**config.mk**
```make
export PLATFORM = sky130hd
export DESIGN_NAME = hnti_seq
export DESIGN_NICKNAME = d
export VERILOG_FILES = /design/src/rtl/hnti_pkg.sv /design/src/rtl/hnti_seq.sv
export SDC_FILE = /design/constraint.sdc
export NUM_CORES = 1
export LEC_CHECK = 0
export ABC_AREA = 1
export ABC_CLOCK_PERIOD_IN_PS = 5800
export BUFFER_PORTS_ARGS = -buffer_cell sky130_fd_sc_hd__buf_2
export CORE_ASPECT_RATIO = 1.2
export CORE_MARGIN = 4
export CORE_UTILIZATION = 48
export CTS_BUF_LIST = sky130_fd_sc_hd__clkbuf_2 sky130_fd_sc_hd__clkbuf_4 sky130_fd_sc_hd__clkbuf_8
export DETAILED_ROUTE_END_ITERATION = 10
export GPL_ROUTABILITY_DRIVEN = 1
export HOLD_SLACK_MARGIN = 0.08
export PLACE_DENSITY = 0.82
export SYNTH_ARGS = -nofsm -noshare
export SYNTH_HDL_FRONTEND = slang
export SYNTH_SLANG_ARGS = --single-unit
```
**constraint.sdc**
```tcl
create_clock -name clk -period 5.8 [get_ports clk]
set_input_delay 0.87 -clock clk [delete_from_list [all_inputs] [get_ports clk]]
set_output_delay 0.87 -clock clk [all_outputs]
set_load 0.02 [all_outputs]
```
**src/rtl/hnti_pkg.sv**
```systemverilog
`timescale 1ns / 1ps
`default_nettype none

package hnti_pkg;

    localparam int NAME_W  = 8;
    localparam int INDEX_W = 16;
    localparam int HASH_W  = 32;
    localparam int POS_W   = 11;
    localparam int COUNT_W = 12;

    localparam logic [HASH_W-1:0] HASH_SEED = 32'd5381;
    localparam logic [HASH_W-1:0] MIX_RESET = 32'hcb03f267;

    // Values of insert_status.
    localparam logic STATUS_CLAIMED = 1'b0;
    localparam logic STATUS_FULL    = 1'b1;

    typedef enum logic [2:0] {
        ST_CLEAR,
        ST_IDLE,
        ST_ADDR,
        ST_CHECK,
        ST_REPORT
    } state_t;

    // Strobes from the sequencer to the slot store.
    typedef struct packed {
        logic rd_en;
        logic wr_owner_en;
        logic wr_hash_en;
    } mem_ctl_t;

endpackage

`default_nettype wire

```
**src/rtl/hnti_seq.sv**
```systemverilog
`timescale 1ns / 1ps
`default_nettype none

module hnti_seq
    import hnti_pkg::*;
#(
    parameter int SLOT_W = 11
)
(
    input  wire logic               clk,
    input  wire logic               rst_n,
    input  wire logic               in_fire,
    input  wire logic               last_byte,
    input  wire logic [INDEX_W-1:0] asset_index,
    input  wire logic [HASH_W-1:0]  mixed_hash,
    input  wire logic [INDEX_W-1:0] rd_owner,
    input  wire logic               out_ready,
    output logic                    in_ready,
    output mem_ctl_t                mem_ctl,
    output logic      [SLOT_W-1:0]  rd_addr,
    output logic      [SLOT_W-1:0]  wr_addr,
    output logic      [INDEX_W-1:0] wr_owner,
    output logic      [HASH_W-1:0]  wr_hash,
    output logic                    out_valid,
    output logic                    insert_status,
    output logic      [POS_W-1:0]   slot_position,
    output logic      [HASH_W-1:0]  final_hash,
    output logic      [COUNT_W-1:0] probe_count
);

    state_t              state_reg, state_next;
    logic [SLOT_W-1:0]   clr_addr_reg, clr_addr_next;
    logic [HASH_W-1:0]   h_reg, h_next;
    logic [INDEX_W-1:0]  owner_reg, owner_next;
    logic [SLOT_W-1:0]   sq_reg, sq_next;
    logic [SLOT_W:0]     i_reg, i_next;
    logic [SLOT_W-1:0]   addr_reg, addr_next;
    logic                fail_reg, fail_next;
    logic                out_valid_reg, out_valid_next;
    logic                out_status_reg, out_status_next;
    logic [POS_W-1:0]    out_pos_reg, out_pos_next;
    logic [HASH_W-1:0]   out_hash_reg, out_hash_next;
    logic [COUNT_W-1:0]  out_cnt_reg, out_cnt_next;

    logic [SLOT_W-1:0]         add_b;
    logic [SLOT_W-1:0]         add_sum;
    logic [SLOT_W:0]           odd_wide;
    logic [SLOT_W:0]           cnt_inc;
    logic [SLOT_W+POS_W-1:0]   pos_wide;
    logic [SLOT_W+COUNT_W:0]   cnt_wide;

    // The one shared adder: probe address (low hash bits plus i*i) in the
    // address step, and the next square (i*i + 2i + 1) in the check step.
    assign odd_wide = {i_reg[SLOT_W-1:0], 1'b1};
    assign add_b    = (state_reg == ST_ADDR) ? h_reg[SLOT_W-1:0] : odd_wide[SLOT_W-1:0];
    assign add_sum  = sq_reg + add_b;
    assign cnt_inc  = i_reg + {{SLOT_W{1'b0}}, 1'b1};
    assign pos_wide = {{POS_W{1'b0}}, addr_reg};
    assign cnt_wide = {{COUNT_W{1'b0}}, cnt_inc};

    always_comb
    begin
        state_next      = state_reg;
        clr_addr_next   = clr_addr_reg;
        h_next          = h_reg;
        owner_next      = owner_reg;
        sq_next         = sq_reg;
        i_next          = i_reg;
        addr_next       = addr_reg;
        fail_next       = fail_reg;
        out_valid_next  = out_valid_reg && !out_ready;
        out_status_next = out_status_reg;
        out_pos_next    = out_pos_reg;
        out_hash_next   = out_hash_reg;
        out_cnt_next    = out_cnt_reg;
        mem_ctl         = '0;
        rd_addr         = add_sum;
        wr_addr         = addr_reg;
        wr_owner        = owner_reg;
        wr_hash         = h_reg;

        unique case (state_reg)
            ST_CLEAR:
            begin
                mem_ctl.wr_owner_en = 1'b1;
                wr_addr             = clr_addr_reg;
                wr_owner            = '0;
                clr_addr_next       = clr_addr_reg + {{(SLOT_W-1){1'b0}}, 1'b1};
                if (clr_addr_reg == {SLOT_W{1'b1}})
                begin
                    state_next = ST_IDLE;
                end
            end
            ST_IDLE:
            begin
                if (in_fire && last_byte)
                begin
                    h_next     = mixed_hash;
                    owner_next = asset_index;
                    sq_next    = '0;
                    i_next     = '0;
                    state_next = ST_ADDR;
                end
            end
            ST_ADDR:
            begin
                mem_ctl.rd_en = 1'b1;
                addr_next     = add_sum;
                state_next    = ST_CHECK;
            end
            ST_CHECK:
            begin
                if (rd_owner == '0)
                begin
                    mem_ctl.wr_owner_en = 1'b1;
                    mem_ctl.wr_hash_en  = 1'b1;
                    fail_next           = 1'b0;
                    state_next          = ST_REPORT;
                end
                else if (i_reg[SLOT_W])
                begin
                    // Last allowed probe, i equal to the slot count, was taken.
                    fail_next  = 1'b1;
                    state_next = ST_REPORT;
                end
                else
                begin
                    sq_next    = add_sum;
                    i_next     = cnt_inc;
                    state_next = ST_ADDR;
                end
            end
            ST_REPORT:
            begin
                if (!out_valid_reg || out_ready)
                begin
                    out_valid_next  = 1'b1;
                    out_status_next = fail_reg ? STATUS_FULL : STATUS_CLAIMED;
                    out_pos_next    = fail_reg ? '0 : pos_wide[POS_W-1:0];
                    out_hash_next   = h_reg;
                    out_cnt_next    = cnt_wide[COUNT_W-1:0];
                    state_next      = ST_IDLE;
                end
            end
            default:
            begin
                state_next = ST_IDLE;
            end
        endcase
    end

    always_ff @(posedge clk or negedge rst_n)
    begin
        if (!rst_n)
        begin
            state_reg     <= ST_CLEAR;
            clr_addr_reg  <= '0;
            out_valid_reg <= 1'b0;
        end
        else
        begin
            state_reg     <= state_next;
            clr_addr_reg  <= clr_addr_next;
            out_valid_reg <= out_valid_next;
        end
    end

    always_ff @(posedge clk)
    begin
        h_reg          <= h_next;
        owner_reg      <= owner_next;
        sq_reg         <= sq_next;
        i_reg          <= i_next;
        addr_reg       <= addr_next;
        fail_reg       <= fail_next;
        out_status_reg <= out_status_next;
        out_pos_reg    <= out_pos_next;
        out_hash_reg   <= out_hash_next;
        out_cnt_reg    <= out_cnt_next;
    end

    assign in_ready      = (state_reg == ST_IDLE);
    assign out_valid     = out_valid_reg;
    assign insert_status = out_status_reg;
    assign slot_position = out_pos_reg;
    assign final_hash    = out_hash_reg;
    assign probe_count   = out_cnt_reg;

endmodule

`default_nettype wire

```
# Word-level counts from Yosys, hierarchy flattened

Index checks and enable logic that the tools add are counted.

Output and inout port bits: 131
Register bits: 154
Logic and storage cells: 67
Input port bits: 69

Reductions and logical operators: 15
Muxes and demuxes: 25
Eq/ne operators: 10
Add/sub/neg operators: 3

Operator list:

| kind                    | count |
|---|---|
| $mux W11                | 5 |
| $mux W12                | 3 |
| $pmux W12 S2            | 1 |
| $pmux W11 S2            | 1 |
| $logic_not A16 Y1       | 1 |
| $mux W16                | 1 |
| $mux W3                 | 5 |
| $pmux W3 S5             | 1 |
| $add A12 B1 Y12 const B | 1 |
| $add A11 B1 Y11 const B | 1 |
| $add A11 B11 Y11        | 1 |
| $eq A11 B11 Y1 const B  | 1 |
| $ne A2 B2 Y1 const B    | 4 |
| $eq A3 B2 Y1 const B    | 2 |
| $mux W1                 | 6 |
| $reduce_and A2 Y1       | 3 |
| $reduce_and A3 Y1       | 2 |
| $reduce_and A4 Y1       | 1 |
| $reduce_bool A2 Y1      | 2 |
| $eq A3 B1 Y1 const B    | 1 |
| $eq A3 B3 Y1 const B    | 1 |
| $logic_not A3 Y1        | 1 |
| $logic_and A1 B1 Y1     | 2 |
| $logic_not A1 Y1        | 2 |
| 4 further kinds         | 4 |

# Depth between registers and ports, before layout

Depth in word-level cells: 6
Mapped depth: 16
Gate-level depth less buffers: 15

# Worst setup path before layout

Ideal clock, no wire load.

Path type: in2reg
Start point: in last_byte
End point: reg owner_reg[0] (enable)
Required time: 5227 ps
Data arrival time: 5537 ps
Stages: 2
Setup slack: -310 ps
Library setup time: 573 ps
Path buffers: 0
Cell sequence: inv_1 nor4_1

Longest elaborated chain between the ends: 2

RTL lines:

| what                        | RTL line        | RTL |
|---|---|---|
| start: declaration          | hnti_seq.sv:13  | `input wire logic last_byte,` |
| $logic_and A1 B1 Y1         | hnti_seq.sv:96  | `if (in_fire && last_byte)` |
| $reduce_and A2 Y1 (no line) | n/a             |  |
| end signal: assignment      | hnti_seq.sv:171 | `owner_reg <= owner_next;` |
| end: declaration            | hnti_seq.sv:34  | `logic [INDEX_W-1:0] owner_reg, owner_next;` |

Every way passes these cells.
A chain may end at the register's enable or synchronous reset.

# Worst setup path in the final report

Start point: reg state_reg[1]
End point: out rd_addr[8]

Longest elaborated chain between the ends: 3

RTL lines:

| what                     | RTL line        | RTL |
|---|---|---|
| start: declaration       | hnti_seq.sv:31  | `state_t state_reg, state_next;` |
| start signal: assignment | hnti_seq.sv:162 | `state_reg <= state_next;` |
| $eq A3 B2 Y1             | hnti_seq.sv:55  | `assign add_b = (state_reg == ST_ADDR) ? h_reg[SLOT_W-1:0] : odd_wide[SLOT_W-1:0];` |
| $mux W11                 | hnti_seq.sv:55  |  |
| $add A11 B11 Y11         | hnti_seq.sv:56  | `assign add_sum = sq_reg + add_b;` |
| end: declaration         | hnti_seq.sv:20  | `output logic [SLOT_W-1:0] rd_addr,` |

Every way passes these cells.

==> results.py <==
metrics = {
    "yosys": {
        "yosysSeqAreaShare_pct": 70.5,
        "synth_top_family_by_area": "simple AND/OR/NAND/NOR gates",
        "synth_edf_count": 139,
        "avgSynthCellArea_um2": 11.6,
        "synth_common_cells": "edfxtp_1, nand2_1, nor2_1",
        "async_flop_share_pct": 9.74,
        "synth.most_common_cell": "edfxtp_1",
        "synth_xor_area_share_pct": 2.44,
        "synth_cell_types": 32,
        "synth_top_area_cell": "edfxtp_1",
        "synth_warnings": 0,
        "yosys.area_share.adder_pct": 2.83,
        "yosysTopAreaCellShare_pct": 64.6,
        "yosys-top-cells-area": "edfxtp_1, nand2_1, dfrtp_1",
        "synth_compound_area_share_pct": 2.31,
        "syn_inst": 556,
        "synth_area_mm2": 0.00646,
        "synth_seq_cells": 154,
        "synth_fp_nets": 639,
        "synth_ff_type": "edfxtp_1",
        "yosys.area_share.simple_pct": 16.2,
        "synth_mux_area_share_pct": 0,
    },
    "power": {
        "p_switching_uw": 2030,
        "power_frac_seq_pct": 36.8,
        "peakVddDrop_v": 0.000226,
        "combPwrFrac_pct": 45.9,
        "switching_share_pct": 44.3,
        "power.density_mw_per_mm2": 568,
        "p_leak_uw": 0.00368,
        "power.internal_uw": 2550,
        "pwr-share-clk_pct": 17.3,
    },
    "route": {
        "wl_per_cell_um": 14.7,
        "first_pass_iters": 5,
        "wl_met1_um": 5510,
        "via_per_inst": 4.70,
        "ant_nets": 0,
        "drc": 0,
        "vias": 4475,
        "wl_met3_um": 894,
        "dr_wl_met2_um": 7380,
        "maxUsedRoutingLayer": "met4",
        "drt-initial-drc-count": 135,
        "drt-total-wl_um": 14000,
    },
    "setup_path": {
        "worst-path-buf-inv": 2,
        "crit_required_ns": 4.93,
        "critical_path_class": "reg -> out",
        "start_kind": "flip-flop",
        "critPathMaxStageDelay_ns": 0.60,
        "end_kind": "output port",
        "timing.critical_path.mode_cell": "nand2_1",
        "cp_cell_sequence": "nand3_2, or2_2, ha_1, fa_1, nand2_1, nand2_1, nand3_1, nand2_1, nand2_1, nand2_1, nand2_1, nand2_1, inv_1, buf_2",
        "cp.arrival_ns": 3.10,
        "cp_max_fo": 9,
        "timing.critical_path.max_delay_family": "simple AND/OR/NAND/NOR gates",
        "cpMaxStageDelayCell": "dfrtp_1",
    },
    "timing": {
        "period_share_pct": 68.5,
        "relSlewSlack_pct": 51.0,
        "max_freq_ghz": 0.252,
        "setup_violations": 0,
        "worstMarginPinSlew_ns": 0.733,
        "min_period_ns": 3.97,
        "finClkSkew_ns": 0.0112,
        "holdWs_ns": 0.333,
        "setup_tns_ns": 0,
        "hold_violations": 0,
        "rsz0062_at_grt": "false",
        "maxSlewViolCount": 0,
    },
    "clocking": {
        "clkLatencyLatePin_ns": 0.44,
        "cts_setup_buffers": 0,
        "cts_tree": "built",
        "holdBufCountCts": 0,
        "root_buffer": "clkbuf_8",
        "h-tree-depth": 4,
        "cts_max_path_buffers": 2,
        "cts_buffers": 17,
        "postCtsResizedCells": 0,
        "cts.sinks": 154,
        "clk_pin_slew_ns": 0.09,
    },
    "global_routing": {
        "grt_max_degree": 35,
        "grt_pass1_vias": 4489,
        "grt_antenna_before_repair": 0,
        "grt_pass1_wl_um": 21900,
        "gr-total-overflow": 0,
        "grt_use_total_pct": 18.2,
    },
    "layout": {
        "area_growth_pct": 25.0,
        "drive_gt1_share_pct": 32.4,
        "num-nets-final": 854,
        "antenna_cells": 0,
        "final_core_util_pct": 61.2,
        "final.fill_count": 1118,
    },
    "floorplan": {
        "num_rows": 46,
        "die_h_um": 135,
        "top_level_ports": 200,
        "start_util_pct": 49.0,
        "die_w_um": 114,
        "die-area_mm2": 0.0154,
        "core_area_mm2": 0.0132,
    },
    "placed_design": {
        "io_buffers": 199,
        "dp_hpwl_um": 10600,
        "gp_congestion": 0.927,
    },
    "run_status": {
        "status": "finished clean",
    },
    "hold_path": {
        "hold_path.class": "in -> async",
    },
    "run": {
        "max_cap_violations": 0,
    },
}
[power by group through the flow]
stage	registers [µW]	logic [µW]	clock network [µW]
CTS	1690	2130	812
finish	1690	2100	794
global placement	1700	2080	0
global route	1710	2340	867
detailed placement	1710	2120	0
floorplan	1730	1430	0
[final cells by class]
cell class	instances	area (µm²)	area share [%]
clock buffer	17	234	2.90
clock inverter	15	156	1.94
inverter	88	330	4.09
multi-input combinational	306	1560	19.3
sequential	154	4550	56.4
tap	168	210	2.60
timing repair buffer	204	1030	12.8
[metrics by stage]
step | total power [µW] | instance area (µm²) | instances | setup WS [ns]
3_5_place_dp | 3830 | 7680 | 920 | 2.29
3_3_place_gp | 3780 | 7680 | 920 | 2.37
6_report | 4580 | 8070 | 952 | 1.83
5_1_grt | 4920 | 8070 | 952 | 1.53
2_1_floorplan | 3160 | 6460 | 556 | 1.69
4_1_cts | 4620 | 8070 | 952 | 1.80
[kinds of logic (layout without fill, tap and decap cells)]
kind of cell / after synthesis / in the layout
buffers and inverters: 96 / 324
AND/OR/NAND/NOR: 247 / 247
flip-flops: 154 / 154
XOR/XNOR: 18 / 18
AO/OA/AOI/OAI: 27 / 27
adder cells (fa/ha/maj): 14 / 14
[path summary, 6_finish.rpt]
check | end | start | slack, ns | cells after the start
max reg2reg | sq_reg[6]$_SDFFCE_PP0P_ | state_reg[1]$_DFFE_PN0P_ | 3.05 | 10
min reg2reg | final_hash[24]$_DFFE_PP_ | wr_hash[24]$_DFFE_PP_ | 0.45 | 0
min in group clk | final_hash[24]$_DFFE_PP_ | wr_hash[24]$_DFFE_PP_ | 0.45 | 0
max | rd_addr[8] | state_reg[1]$_DFFE_PN0P_ | 1.83 | 14
max in group asynchronous | clr_addr_reg[0]$_DFFE_PN0P_ | rst_n | 5.19 | 1
min | clr_addr_reg[4]$_DFFE_PN0P_ | rst_n | 0.33 | 1
[layout by cell type, fill, tap and decap left out, types with 5 or more instances in the layout]
cell type and instances:
buf_2 199, edfxtp_1 139, nand2_1 114, nor2_1 82, inv_1 81, nand3_1 23
clkbuf_8 17, o21ai_1 15, dfrtp_1 15, xor2_1 13, ha_1 13, nand4_1 7
inv_2 6, a21oi_1 6, xnor2_1 5, inv_6 5, buf_4 5
[layer usage]
metal | vias up | track usage, %
li1 | 2264 | -
met1 | 2065 | 21.3
met2 | 124 | 32.7
met3 | 22 | 4.48
met4 | 0 | 6.20
met5 | - | 0
Power figures use the tool's default switching activity.
