### src/rtl/hnti_pkg.sv
`timescale 1ns / 1ps
`default_nettype none

package hnti_pkg;

    localparam int NAME_W  = 8;
    localparam int INDEX_W = 16;
    localparam int HASH_W  = 32;
    localparam int POS_W   = 11;
    localparam int COUNT_W = 12;

    localparam logic [HASH_W-1:0] HASH_SEED = 32'd5381;
    localparam logic [HASH_W-1:0] MIX_RESET = 32'hcb03f267;

    // Values of insert_status.
    localparam logic STATUS_CLAIMED = 1'b0;
    localparam logic STATUS_FULL    = 1'b1;

    typedef enum logic [2:0] {
        ST_CLEAR,
        ST_IDLE,
        ST_ADDR,
        ST_CHECK,
        ST_REPORT
    } state_t;

    // Strobes from the sequencer to the slot store.
    typedef struct packed {
        logic rd_en;
        logic wr_owner_en;
        logic wr_hash_en;
    } mem_ctl_t;

endpackage

`default_nettype wire

### src/rtl/hnti_hash.sv
`timescale 1ns / 1ps
`default_nettype none

module hnti_hash
    import hnti_pkg::*;
(
    input  wire logic              clk,
    input  wire logic              rst_n,
    input  wire logic              in_fire,
    input  wire logic [NAME_W-1:0] name_byte,
    input  wire logic              byte_present,
    input  wire logic              last_byte,
    input  wire logic              cfg_fire,
    input  wire logic [HASH_W-1:0] type_mix,
    output logic      [HASH_W-1:0] mixed_hash
);

    logic [HASH_W-1:0] running_hash_reg;
    logic [HASH_W-1:0] running_hash_next;
    logic [HASH_W-1:0] type_mix_reg;
    logic [HASH_W-1:0] hash_upd;

    // h * 33 + byte, written as a shift and add.
    always_comb
    begin
        if (byte_present)
        begin
            hash_upd = (running_hash_reg << 5) + running_hash_reg
                       + {{(HASH_W-NAME_W){1'b0}}, name_byte};
        end
        else
        begin
            hash_upd = running_hash_reg;
        end
        mixed_hash = hash_upd ^ type_mix_reg;
        running_hash_next = running_hash_reg;
        if (in_fire)
        begin
            running_hash_next = last_byte ? HASH_SEED : hash_upd;
        end
    end

    always_ff @(posedge clk or negedge rst_n)
    begin
        if (!rst_n)
        begin
            running_hash_reg <= HASH_SEED;
            type_mix_reg     <= MIX_RESET;
        end
        else
        begin
            running_hash_reg <= running_hash_next;
            if (cfg_fire)
            begin
                type_mix_reg <= type_mix;
            end
        end
    end

endmodule

`default_nettype wire

### config.mk
export PLATFORM = sky130hd
export DESIGN_NAME = hnti_hash
export DESIGN_NICKNAME = d
export VERILOG_FILES = /design/src/rtl/hnti_pkg.sv /design/src/rtl/hnti_hash.sv
export SDC_FILE = /design/constraint.sdc
export NUM_CORES = 1
export LEC_CHECK = 0
export ABC_AREA = 1
export BUFFER_PORTS_ARGS = -buffer_cell sky130_fd_sc_hd__buf_4
export CELL_PAD_IN_SITES_DETAIL_PLACEMENT = 1
export CELL_PAD_IN_SITES_GLOBAL_PLACEMENT = 1
export CORE_AREA = 2 2 140 108
export DETAILED_ROUTE_END_ITERATION = 10
export DIE_AREA = 0 0 142 110
export PLACE_DENSITY_LB_ADDON = 0.1
export REMOVE_ABC_BUFFERS = 1
export SLEW_MARGIN = 15
export SYNTH_ARGS = -nofsm -noshare
export SYNTH_HDL_FRONTEND = slang
export SYNTH_SLANG_ARGS = --single-unit
### constraint.sdc
create_clock -name clk -period 3.05 [get_ports clk]
set_input_delay 0.1525 -clock clk [delete_from_list [all_inputs] [get_ports clk]]
set_output_delay 0.1525 -clock clk [all_outputs]
set_load 0.02 [all_outputs]
* Word level (Yosys, flattened, before mapping)
Index checks and enable logic that the tools add are counted.
** Storage, ports and cells
- Flip-flop bits (word level) :: 64
- Bits of input ports :: 46
- Memory bits (read-only) :: 0
- Output and inout bits :: 32
- Latch bits :: 0
- RAM bits :: 0
- Memories :: 0
** Cells by class
- Reductions and logical operators :: 0
- Eq/ne operators :: 0
- Div/mod/pow operators :: 0
- Shifts and indexed selects :: 0
- Bitwise gates (word level) :: 1
- $mul :: 0
- $lt $le $gt $ge :: 0
- Muxes and demuxes :: 2
- Add/subtract/negate cells :: 2
** Operator list (number)
- $mux 32 :: 2
- $add 32x32->32 :: 1
- $add 32x8->32 :: 1
- $xor 32x32->32 :: 1

* Longest topological paths before layout
Gate-level depths: netlist of the first run.
- Word-level depth :: 4
- Gate-level depth with buffers :: 18
- Gate-level depth less buffers :: 18

* Worst setup path before layout of the first run
OpenSTA, ideal clock, no wires.
- Path type :: register -> output
- Start :: register running_hash_reg[0]
- End :: output mixed_hash[10]
- Path buffers :: 0
- Slack :: 0.426 ns
- Cell stages (with the launch flop) :: 15
- Arrival time :: 2.471 ns
- Data required time :: 2.897 ns
- Path through :: dfstp_2 inv_1 fa_1 inv_1 ha_1 nand2_1 inv_1 nand2_1 nand2_1 nand2_1 nand3b_1 xor2_1 nand2_1 nand2_1 xor2_1
** Between the ends
- Cells in the longest elaborated chain, start to end :: 4
** RTL lines
- start: declaration :: line hnti_hash.sv:18 : logic [HASH_W-1:0] running_hash_reg;
- start signal: assignment :: line hnti_hash.sv:52 : running_hash_reg <= running_hash_next;
- $add 32x32->32 :: line hnti_hash.sv:28 : hash_upd = (running_hash_reg << 5) + running_hash_reg
- $add 32x8->32 :: line hnti_hash.sv:29 : + {{(HASH_W-NAME_W){1'b0}}, name_byte};
- $mux 32 :: line hnti_hash.sv:26 : if (byte_present)
- $xor 32x32->32 :: line hnti_hash.sv:35 : mixed_hash = hash_upd ^ type_mix_reg;
- end: declaration :: line hnti_hash.sv:15 : output logic [HASH_W-1:0] mixed_hash
No other way between the ends.

* Worst setup path in the final report of the first run
- Start :: register running_hash_reg[4]
- End :: output mixed_hash[18]
Same word-level chain as after synthesis.

==> qor.csv, run 1 <==
metric,value,unit
outcome,"complete, but fails checks",
violations,negative setup slack,
drv_slew,0,
syn_area,0.00589,sq mm
fin_crit,3.23,ns
final_net_count,1100,
start_util,41.4,%
post-dp-hpwl,15.0,mm
routed_via_density,5.25,
rsz0062_at_grt,true,
drc,0,
ios,78,
hold_ws,0.0111,ns
hold_viol,0,
startpoint_type,flip-flop,
dr.pass1.iters,5,
fmax,0.309,GHz
cap_violations,0,
grt_start_max_net_pins,65,
cts_max_level,3,
slew_headroom,40.8,%
hp-class,input port to flip-flop,
grt_pass1_wl,32.0,mm
synth-seq-cells,64,
final-setup-viol-count,26,
yosysWarningCount,0,
ys_seq_area_share,27.7,%
antenna_found_initial,0,
crit_top_cell,nand2_1,
leakagePower,0.00424,uW
path_max_fanout,4,
dieArea,0.0156,sq mm
chipWidth,142,um
row_count,38,
criticalPathCategory,flip-flop to output port,
powerDensity,781,mW/mm^2
cp_num_buf_inv,1,
cts-root-buf,clkbuf_16,
critPathArrivalTime,3.08,ns
grt_pass1_vias,6097,
synthToLayoutAreaGrowth,33.1,%
syn_avg_cell_area,6.60,sq um
critPathTopFamily,simple AND/OR/NAND/NOR gates,
cts_tree,built,
cts_sinks,64,
place.gp.congestion,0.939,
clk_path_buf_depth,2,
overflow,0,
skew,0.00620,ns
num_antenna_cells,0,
clk-insertion-delay-late,0.35,ns
wl,20.9,mm
tightestPinTransition,0.888,ns
design_area,0.00784,sq mm
cp_slowest_cell,dfrtp_1,
r2r_slack,-0.07,ns
cp.required,2.90,ns
track_usage,26.8,%
ir_drop,0.378,mV
most-common-layout-cells,"273 x nand2_1, 125 x inv_1, 88 x buf_4",
die_h,110,um
cp_cell_sequence,ha_1 > ha_1 > a21oi_1 > nand2_1 > nand3b_1 > nand2_1 > nand2_1 > nand2_1 > nand3_2 > nand2_2 > nand2_2 > nand2_2 > buf_6,
drt_iter0_markers,343,
critPathMaxStageDelay,0.47,ns
min_period_over_period,106,%
placed_cell_area,0.00669,sq mm
ys_types,34,
coreArea,0.0142,sq mm
num_vias,6175,
portBuffers,77,
wl_per_cell,17.8,um
drive_above_1_share,30.7,%
layout_commonest_cell,nand2_1,
cts-buffers-inserted,9,
clkTransAtPathRegs,0.06,ns
syn_inst,892,
worst_slack,-0.181,ns
critPathCaptureType,output port,
ant_nets,0,
-- worst min-delay path, cell delays in order --
cell and delay (ns):
buf_4 0.07, nand2_1 0.04, o21ai_0 0.06
-- area by class of cell --
class / count / area, sq um
fillers: 1822 / 6380
multi-input cells: 677 / 4310
flip-flops and latches: 64 / 1630
repair buffers: 109 / 896
inverters: 131 / 492
clock buffers: 12 / 256
well taps: 180 / 225
clock inverters: 4 / 28.8
-- logic make-up after synthesis --
kind of cell | count (synthesis) | synth area share [%]
buffers and inverters | 151 | 9.86
AND/OR/NAND/NOR | 489 | 35.0
XOR/XNOR | 25 | 3.72
adder cells (fa/ha/maj) | 62 | 13.7
AO/OA/AOI/OAI | 97 | 9.33
flip-flops | 64 | 27.7
multiplexers | 4 | 0.765
-- through the flow --
| stage | std cells | total power (uW) | TNS [ns] | utilization [%] | worst slack [ns] |
|---|---|---|---|---|---|
| floorplan | 872 | 2970 | 0 | - | 0.426 |
| global placement | 1140 | 4030 | 0 | 47.0 | 0.131 |
| detailed placement | 1140 | 4070 | 0 | 47.0 | 0.0720 |
| CTS | 1169 | 5510 | -2.70 | 51.7 | -0.144 |
| global route | 1177 | 6500 | -6.23 | 55.1 | -0.320 |
| finish | 1177 | 6120 | -2.53 | 55.1 | -0.181 |
-- repair_timing --
action                     in CTS  in global routing
setup endpoints to repair      27                 28
hold endpoints to repair       42                  0
hold buffers                    1                  0
pin swaps                      33                 58
buffers inserted               13                 10
gates resized for setup        74                 97
-- where the power goes --
part / leakage (uW) / internal (uW) / switching (uW) / total (uW)
sequential: 0.000770 / 994 / 145 / 1140
combinational: 0.00334 / 1600 / 2370 / 3960
clock: 0.000135 / 595 / 423 / 1020
-- routing by layer --
metal	track usage (%)	share of wire, %	vias to the layer above	wire [um]
li1	-	-	3020	-
met1	41.1	51	2991	10700
met2	39.5	43	142	8920
met3	4.58	5.1	22	1060
met4	5.36	1.2	0	247
met5	0	0	-	0
-- Yosys cell counts, drive strengths merged --
library cell,n,area (sq um)
clkinv,1,3.75
nand2,339,1310
fa,4,80.1
clkbuf,14,52.6
nand4,2,12.5
xor2,18,158
o21bai,5,37.5
or2,11,68.8
ha,58,726
a21oi,23,123
and2,3,18.8
dfrtp,42,1050
inv,130,488
a21o,2,15.0
o22ai,7,43.8
buf,6,36.3
a22oi,2,15.0
dfstp,22,578
xnor2,7,61.3
nand3,87,450
o21ai,54,285
nand3b,2,15.0
nor3,4,25.0
mux2,4,45.0
nor2,41,161
o211ai,4,30.0
-- path summary, 6_finish.rpt --
path	cells after the start	startpoint	end
worst max-delay path	13	running_hash_reg[4]	mixed_hash[18]
worst min-delay path	3	type_mix[13]	type_mix_reg[13]
worst max register to register	18	running_hash_reg[7]	running_hash_reg[18]
worst min register to register	2	type_mix_reg[31]	type_mix_reg[31]
max in group asynchronous	2	rst_n	type_mix_reg[28]
min in group asynchronous	2	rst_n	type_mix_reg[11]
Note: power is estimated with default switching activity, not from simulation.
==> inputs of run 2 (changes only) <==
- TNS_END_PERCENT: not set -> 20
- clock period: 3.05 -> 3 ns (I/O delays scaled with it)
==> run 2 against run 1 <==
Net effect:
- the flow still finishes with violations (negative setup slack)
- first-iteration DRC count decreased by 9.6%
- critical path depth grew 5
- hold slack worse by 0.0039 ns
- clock power is 16% higher
- design area is 4.7% lower
- sequential cell count unchanged
- critical endpoint unchanged
==> qor.csv, run 2 (synthesized netlist as in run 1, its figures left out) <==
metric,value,unit,change
worst_slack,-0.207,ns,was -0.181 ns
cts-buffers-inserted,9,,unchanged
setup_tns,-3.16,ns,was -2.53 ns
r2r_slack,-0.12,ns,was -0.07 ns
drv_slew,0,,unchanged
num_antenna_cells,0,,unchanged
coreArea,0.0142,sq mm,unchanged
place.gp.congestion,0.957,,was 0.939
synthToLayoutAreaGrowth,26.9,%,was 33.1%
r2r_start,running_hash_reg[0],,was running_hash_reg[7]
cap_violations,0,,unchanged
rsz0062_at_grt,true,,unchanged
slew_headroom,42.5,%,was 40.8%
clk_path_buf_depth,2,,unchanged
antenna_found_initial,0,,unchanged
most-common-layout-cells,"297 x nand2_1, 126 x inv_1, 96 x buf_4",,"was 273 x nand2_1, 125 x inv_1, 88 x buf_4"
leakagePower,0.00412,uW,was 0.00424 uW
design_area,0.00747,sq mm,was 0.00784 sq mm
die_h,110,um,unchanged
fin_crit,3.21,ns,
hold_viol,0,,unchanged
final-setup-viol-count,27,,was 26
post-dp-hpwl,15.2,mm,was 15.0 mm
outcome,"complete, but fails checks",,unchanged
drt_iter0_markers,310,,was 343
overflow,0,,unchanged
dr.pass1.iters,5,,unchanged
wl,20.5,mm,was 20.9 mm
critPathArrivalTime,3.06,ns,was 3.08 ns
wl_per_cell,17.5,um,was 17.8 um
path_max_fanout,4,,unchanged
pre_cts_ws,0.0259,ns,was 0.0720 ns
final_cells,1173,,was 1177
cts-root-buf,clkbuf_16,,unchanged
track_usage,27.2,%,was 26.8%
r2r_cells,21,,was 18
min_path_cells,3,,unchanged
worstHoldStart,type_mix[24],,was type_mix[13]
num_vias,6125,,was 6175
hp-class,input port to flip-flop,,unchanged
drc,0,,unchanged
cts_max_level,3,,unchanged
dieArea,0.0156,sq mm,unchanged
powerDensity,788,mW/mm^2,was 781 mW/mm^2
portBuffers,77,,unchanged
critPathCaptureType,output port,,unchanged
fmax,0.312,GHz,
dp.cells,1141,,was 1140
cp-startpoint,running_hash_reg[0],,was running_hash_reg[4]
final_net_count,1096,,was 1100
skew,0.00920,ns,was 0.00620 ns
cts_sinks,64,,unchanged
layout_commonest_cell,nand2_1,,unchanged
grt_start_max_net_pins,65,,unchanged
grt_pass1_vias,6247,,was 6097
ant_nets,0,,unchanged
grt_pass1_wl,32.6,mm,was 32.0 mm
row_count,38,,unchanged
violations,negative setup slack,,unchanged
min_period_over_period,107,%,
chipWidth,142,um,unchanged
clk-insertion-delay-late,0.35,ns,about the same
hold_ws,0.00713,ns,was 0.0111 ns
startpoint_type,flip-flop,,unchanged
tightestPinTransition,0.863,ns,was 0.888 ns
worstReg2RegEnd,running_hash_reg[18],,unchanged
cp.required,2.85,ns,was 2.90 ns
drive_above_1_share,25.4,%,was 30.7%
criticalPathCategory,flip-flop to output port,,unchanged
cts_tree,built,,unchanged
ios,78,,unchanged
routed_via_density,5.22,,was 5.25
ir_drop,0.425,mV,was 0.378 mV
start_util,41.4,%,unchanged
placed_cell_area,0.00670,sq mm,was 0.00669 sq mm
holdPathEnd,type_mix_reg[24],,was type_mix_reg[13]
clkTransAtPathRegs,0.06,ns,about the same
-- run 2: layout make-up --
| cell class | count | area, sq um |
|---|---|---|
| flip-flops and latches | 64 | 1630 |
| repair buffers | 105 | 818 |
| well taps | 180 | 225 |
| clock buffers | 11 | 243 |
| clock inverters | 5 | 80.1 |
| multi-input cells | 677 | 3980 |
| inverters | 131 | 492 |
| fillers | 1857 | 6750 |
-- run 2: worst max-delay path by stage --
stage / to / slack, ns / cells past startpoint
2_1_floorplan: mixed_hash[10] / 0.38 / 14
3_3_place_gp: mixed_hash[12] / 0.08 / 17
3_5_place_dp: mixed_hash[12] / 0.03 / 17
4_1_cts: mixed_hash[18] / -0.19 / 18
5_1_grt: mixed_hash[18] / -0.32 / 15
6_report: mixed_hash[18] / -0.21 / 18
-- run 2: where the power goes --
part | switching [uW] | internal, uW
Combinational | 2170 | 1370
Clock | 430 | 749
Sequential | 151 | 1010
-- run 2: stage by stage --
step	power [uW]	util, %
6_report	5880	52.5
2_1_floorplan	3020	-
3_3_place_gp	4100	47.1
5_1_grt	6260	52.5
3_5_place_dp	4140	47.1
4_1_cts	5660	51.3
-- run 2: metal layers --
metal | part of all wire, % | GRT usage [%] | wire [um]
met1 | 51 | 40.3 | 10400
met2 | 43 | 41.0 | 8780
met3 | 5.4 | 5.49 | 1110
met4 | 0.98 | 5.79 | 201
met5 | 0 | 0 | 0
-- run 2: repair_timing --
| action | in CTS | in global routing |
|---|---|---|
| hold buffers | 3 | 0 |
| gates resized for setup | 47 | 41 |
| pin swaps | 17 | 28 |
| hold endpoints to repair | 44 | 0 |
| endpoints found under the setup margin | 27 | 28 |
| gates cloned | 0 | 0 |
| setup buffers | 10 | 3 |
-- run 2: critical path, cell delays in order (launching register included) --
cell	delay (ns)
dfstp_2	0.54
inv_2	0.05
fa_1	0.51
inv_2	0.06
ha_4	0.27
nand2_4	0.07
nand2_4	0.06
inv_2	0.05
nand2_1	0.05
nand2_1	0.06
nand3b_1	0.23
nand2_1	0.16
nand2_1	0.07
nand2_1	0.07
nand3_2	0.10
nand2_2	0.12
nand2_2	0.07
nand2_2	0.07
buf_6	0.11
==> inputs of run 3 (changes only) <==
- ABC_AREA: 1 -> not set
- CORE_AREA: 2 2 140 108 -> 2 2 125 97
- DIE_AREA: 0 0 142 110 -> 0 0 127 99
==> run 3 against run 2 <==
Net effect:
- the run still ends with negative setup slack left
- total power increased by 33%
- cell count fell by 31%
- die area decreased by 20%
- sequential power grew 6%
- hold slack improved by 0.024 ns
- sequential cell count unchanged
- maximum frequency is 17% lower
- via count is 26% lower
- critical path type unchanged
- largest cell class unchanged
==> qor.csv, run 3 <==
metric,value,unit,change
dieArea,0.0126,sq mm,was 0.0156 sq mm
num_antenna_cells,0,,unchanged
drv_slew,0,,unchanged
synth-seq-cells,64,,unchanged
row_count,34,,was 38
post-dp-hpwl,12.3,mm,was 15.2 mm
async_flop_share,100,%,unchanged
n_fill_cell,1232,,was 1857
worstReg2RegEnd,running_hash_reg[31],,was running_hash_reg[18]
seq_power_share,15.7,%,was 19.7%
leakagePower,0.00359,uW,was 0.00412 uW
cts_max_level,3,,unchanged
yosysWarningCount,0,,unchanged
most-common-layout-cells,"177 x buf_4, 55 x ha_1, 42 x dfrtp_1",,"was 297 x nand2_1, 126 x inv_1, 96 x buf_4"
syn_avg_cell_area,10.3,sq um,was 6.60 sq um
hold_ws,0.0312,ns,was 0.00713 ns
antenna_found_initial,0,,unchanged
cap_violations,0,,unchanged
cts-buffers-inserted,9,,unchanged
wl_per_cell,21.3,um,was 17.5 um
die_h,99,um,was 110 um
rsz0062_at_grt,true,,unchanged
syn_inst,487,,was 892
start_util,44.3,%,was 41.4%
num_vias,4552,,was 6125
startpoint_type,flip-flop,,unchanged
synth-main-ff-cell,dfrtp_1,,unchanged
synth_largest_area_cell,dfrtp_1,,was nand2_1
ios,78,,unchanged
cp_cell_sequence,inv_2 > fa_1 > inv_2 > ha_4 > a21oi_2 > o311ai_2 > o21ai_2 > o21a_2 > o31ai_2 > buf_4 > a21oi_2 > xnor2_2 > mux2i_2 > xnor2_1 > buf_4,,was inv_2 > fa_1 > inv_2 > ha_4 > nand2_4 > nand2_4 > inv_2 > nand2_1 > nand2_1 > nand3b_1 > nand2_1 > nand2_1 > nand2_1 > nand3_2 > nand2_2 > nand2_2 > nand2_2 > buf_6
drive_above_1_share,47.4,%,was 25.4%
comb_power_share,67.7,%,was 60.2%
portBuffers,77,,unchanged
layout_commonest_cell,buf_4,,was nand2_1
fin_crit,3.87,ns,was 3.21 ns
final_cells,811,,was 1173
design_area,0.00724,sq mm,was 0.00747 sq mm
worstSetupEndpoint,mixed_hash[30],,was mixed_hash[18]
r2r_start,running_hash_reg[0],,unchanged
synthToLayoutAreaGrowth,44.4,%,was 26.9%
routed_via_density,5.61,,was 5.22
r2r_cells,13,,was 21
hp-class,input port to flip-flop,,unchanged
clkPwrFrac,16.6,%,was 20.0%
slew_headroom,26.0,%,was 42.5%
final_net_count,770,,was 1096
worstHoldStart,type_mix[4],,was type_mix[24]
grt_start_max_net_pins,65,,unchanged
place.gp.congestion,0.916,,was 0.957
critPathMaxStageDelay,0.54,ns,about the same
grt_pass1_wl,27.4,mm,was 32.6 mm
cts-root-buf,clkbuf_16,,unchanged
drc,0,,unchanged
clkTransAtPathRegs,0.07,ns,was 0.06 ns
fmax,0.258,GHz,was 0.312 GHz
coreArea,0.0113,sq mm,was 0.0142 sq mm
powerDensity,1080,mW/mm^2,was 788 mW/mm^2
cp-startpoint,running_hash_reg[0],,unchanged
critPathCaptureType,output port,,unchanged
wl,17.3,mm,was 20.5 mm
r2r_slack,-0.41,ns,was -0.12 ns
yosys-top-cells-area,"dfrtp_1 21%, ha_1 14%, dfstp_2 12%, xnor2_1 7.7%, mux2_2 7.2%",,"was nand2_1 21%, dfrtp_1 18%, ha_1 12%, dfstp_2 9.8%, inv_1 8.3%"
drt_iter0_markers,216,,was 310
post-synth-top-count-cell,ha_1,,was nand2_1
worst_slack,-0.872,ns,was -0.207 ns
synth_edf_count,0,,unchanged
synth.top_cell.area_share,20.9,%,was 20.7%
skew,0.0159,ns,was 0.00920 ns
criticalPathCategory,flip-flop to output port,,unchanged
violations,negative setup slack,,unchanged
dp.cells,781,,was 1141
syn_area,0.00502,sq mm,was 0.00589 sq mm
ir_drop,0.623,mV,was 0.425 mV
cts_sinks,64,,unchanged
cp.required,2.85,ns,about the same
min_period_over_period,129,%,was 107%
ys_seq_area_share,32.5,%,was 27.7%
critPathArrivalTime,3.72,ns,was 3.06 ns
cp_slowest_cell,dfstp_2,,unchanged
ys_types,54,,was 34
final-setup-viol-count,41,,was 27
outcome,"complete, but fails checks",,unchanged
synthTopCellsByCount,"58 x ha_1, 44 x xnor2_1, 42 x dfrtp_1",,"was 325 x nand2_1, 130 x inv_1, 84 x nand3_1"
p_switching,3360,uW,was 2750 uW
hold_viol,0,,unchanged
clk-insertion-delay-late,0.35,ns,about the same
path_max_fanout,5,,was 4
chipWidth,127,um,was 142 um
grt_pass1_vias,4942,,was 6247
ant_nets,0,,unchanged
placed_cell_area,0.00639,sq mm,was 0.00670 sq mm
clk_path_buf_depth,2,,unchanged
p_int,4450,uW,was 3130 uW
dr.pass1.iters,5,,unchanged
tightestPinTransition,1.10,ns,was 0.863 ns
cts_tree,built,,unchanged
swShare,43.1,%,was 46.8%
overflow,0,,unchanged
track_usage,28.3,%,was 27.2%
run 3: changes by cell type in the layout (fill, tap and decap cells not counted), moves of 28 or more:
| cell | change |
|---|---|
| buf_4 | +81 |
| inv_1 | -118 |
| nand2_2 | -34 |
| nand3_1 | -69 |
| nand2_1 | -281 |
| o21ai_0 | -34 |
| mux2_2 | +28 |
| xnor2_1 | +33 |
run 3: layout make-up:
class	instances	area [sq um]	area share [%]
clock buffer	10	239	3.30
inverter	12	47.5	0.656
multi-input combinational	393	3650	50.4
timing repair buffer	182	1380	19.1
tap	144	180	2.49
sequential	64	1630	22.5
clock inverter	6	115	1.59
run 3: cells by family after synthesis:
group                    share of synthesized area (%)
AND/OR/NAND/NOR                                   8.43
flip-flops                                        32.5
multiplexers                                      12.0
adder cells (fa/ha/maj)                           16.1
XOR/XNOR                                          10.5
buffers and inverters                             2.24
AO/OA/AOI/OAI                                     18.4
run 3: stage by stage:
step | power [uW] | setup slack [ns] | utilization (%) | setup TNS [ns]
final | 7810 | -0.872 | 64.0 | -18.46
after global routing | 8270 | -0.999 | 64.0 | -23.16
after CTS | 7610 | -0.861 | 63.0 | -17.37
after detailed placement | 5780 | -0.793 | 56.5 | -19.50
after global placement | 5640 | -0.641 | 56.5 | -16.42
after floorplan | 3700 | -0.644 | - | -10.21
run 3: power groups by stage:
stage	logic [uW]	registers (uW)	clock network [uW]
finish	5290	1230	1300
global route	5690	1250	1340
CTS	5070	1220	1320
detailed placement	4550	1230	0
global placement	4420	1220	0
floorplan	2500	1200	0
run 3: worst min path at each step:
stage | end | slack [ns] | depth (start not counted)
after CTS | type_mix_reg[5] | 0.03 | 2
after detailed placement | type_mix_reg[7] | 0.32 | 1
after global routing | type_mix_reg[23] | 0.03 | 2
after floorplan | running_hash_reg[11] | -0.15 | 0
final | type_mix_reg[4] | 0.03 | 2
after global placement | type_mix_reg[7] | 0.31 | 1
run 3: per-layer routing:
metal | global-route usage, % | wire length [um]
met3 | 5.21 | 904
met4 | 4.99 | 154
met1 | 41.9 | 8540
met5 | 0 | 0
met2 | 43.6 | 7690
run 3: repair_timing:
item / in CTS / in global routing
hold endpoints to repair: 42 / 0
gates resized for setup: 69 / 18
hold buffers: 1 / 0
endpoints found under the setup margin: 49 / 46
pin swaps: 42 / 19
buffers inserted: 10 / 3
run 3: critical path, delay by kind of cell (launching register included):
family                   cells  cell delay, ns
AO/OA/AOI/OAI                6            0.98
adder cells (fa/ha/maj)      2            0.80
flip-flops                   1            0.54
buffers and inverters        4            0.47
XOR/XNOR                     2            0.45
multiplexers                 1            0.14
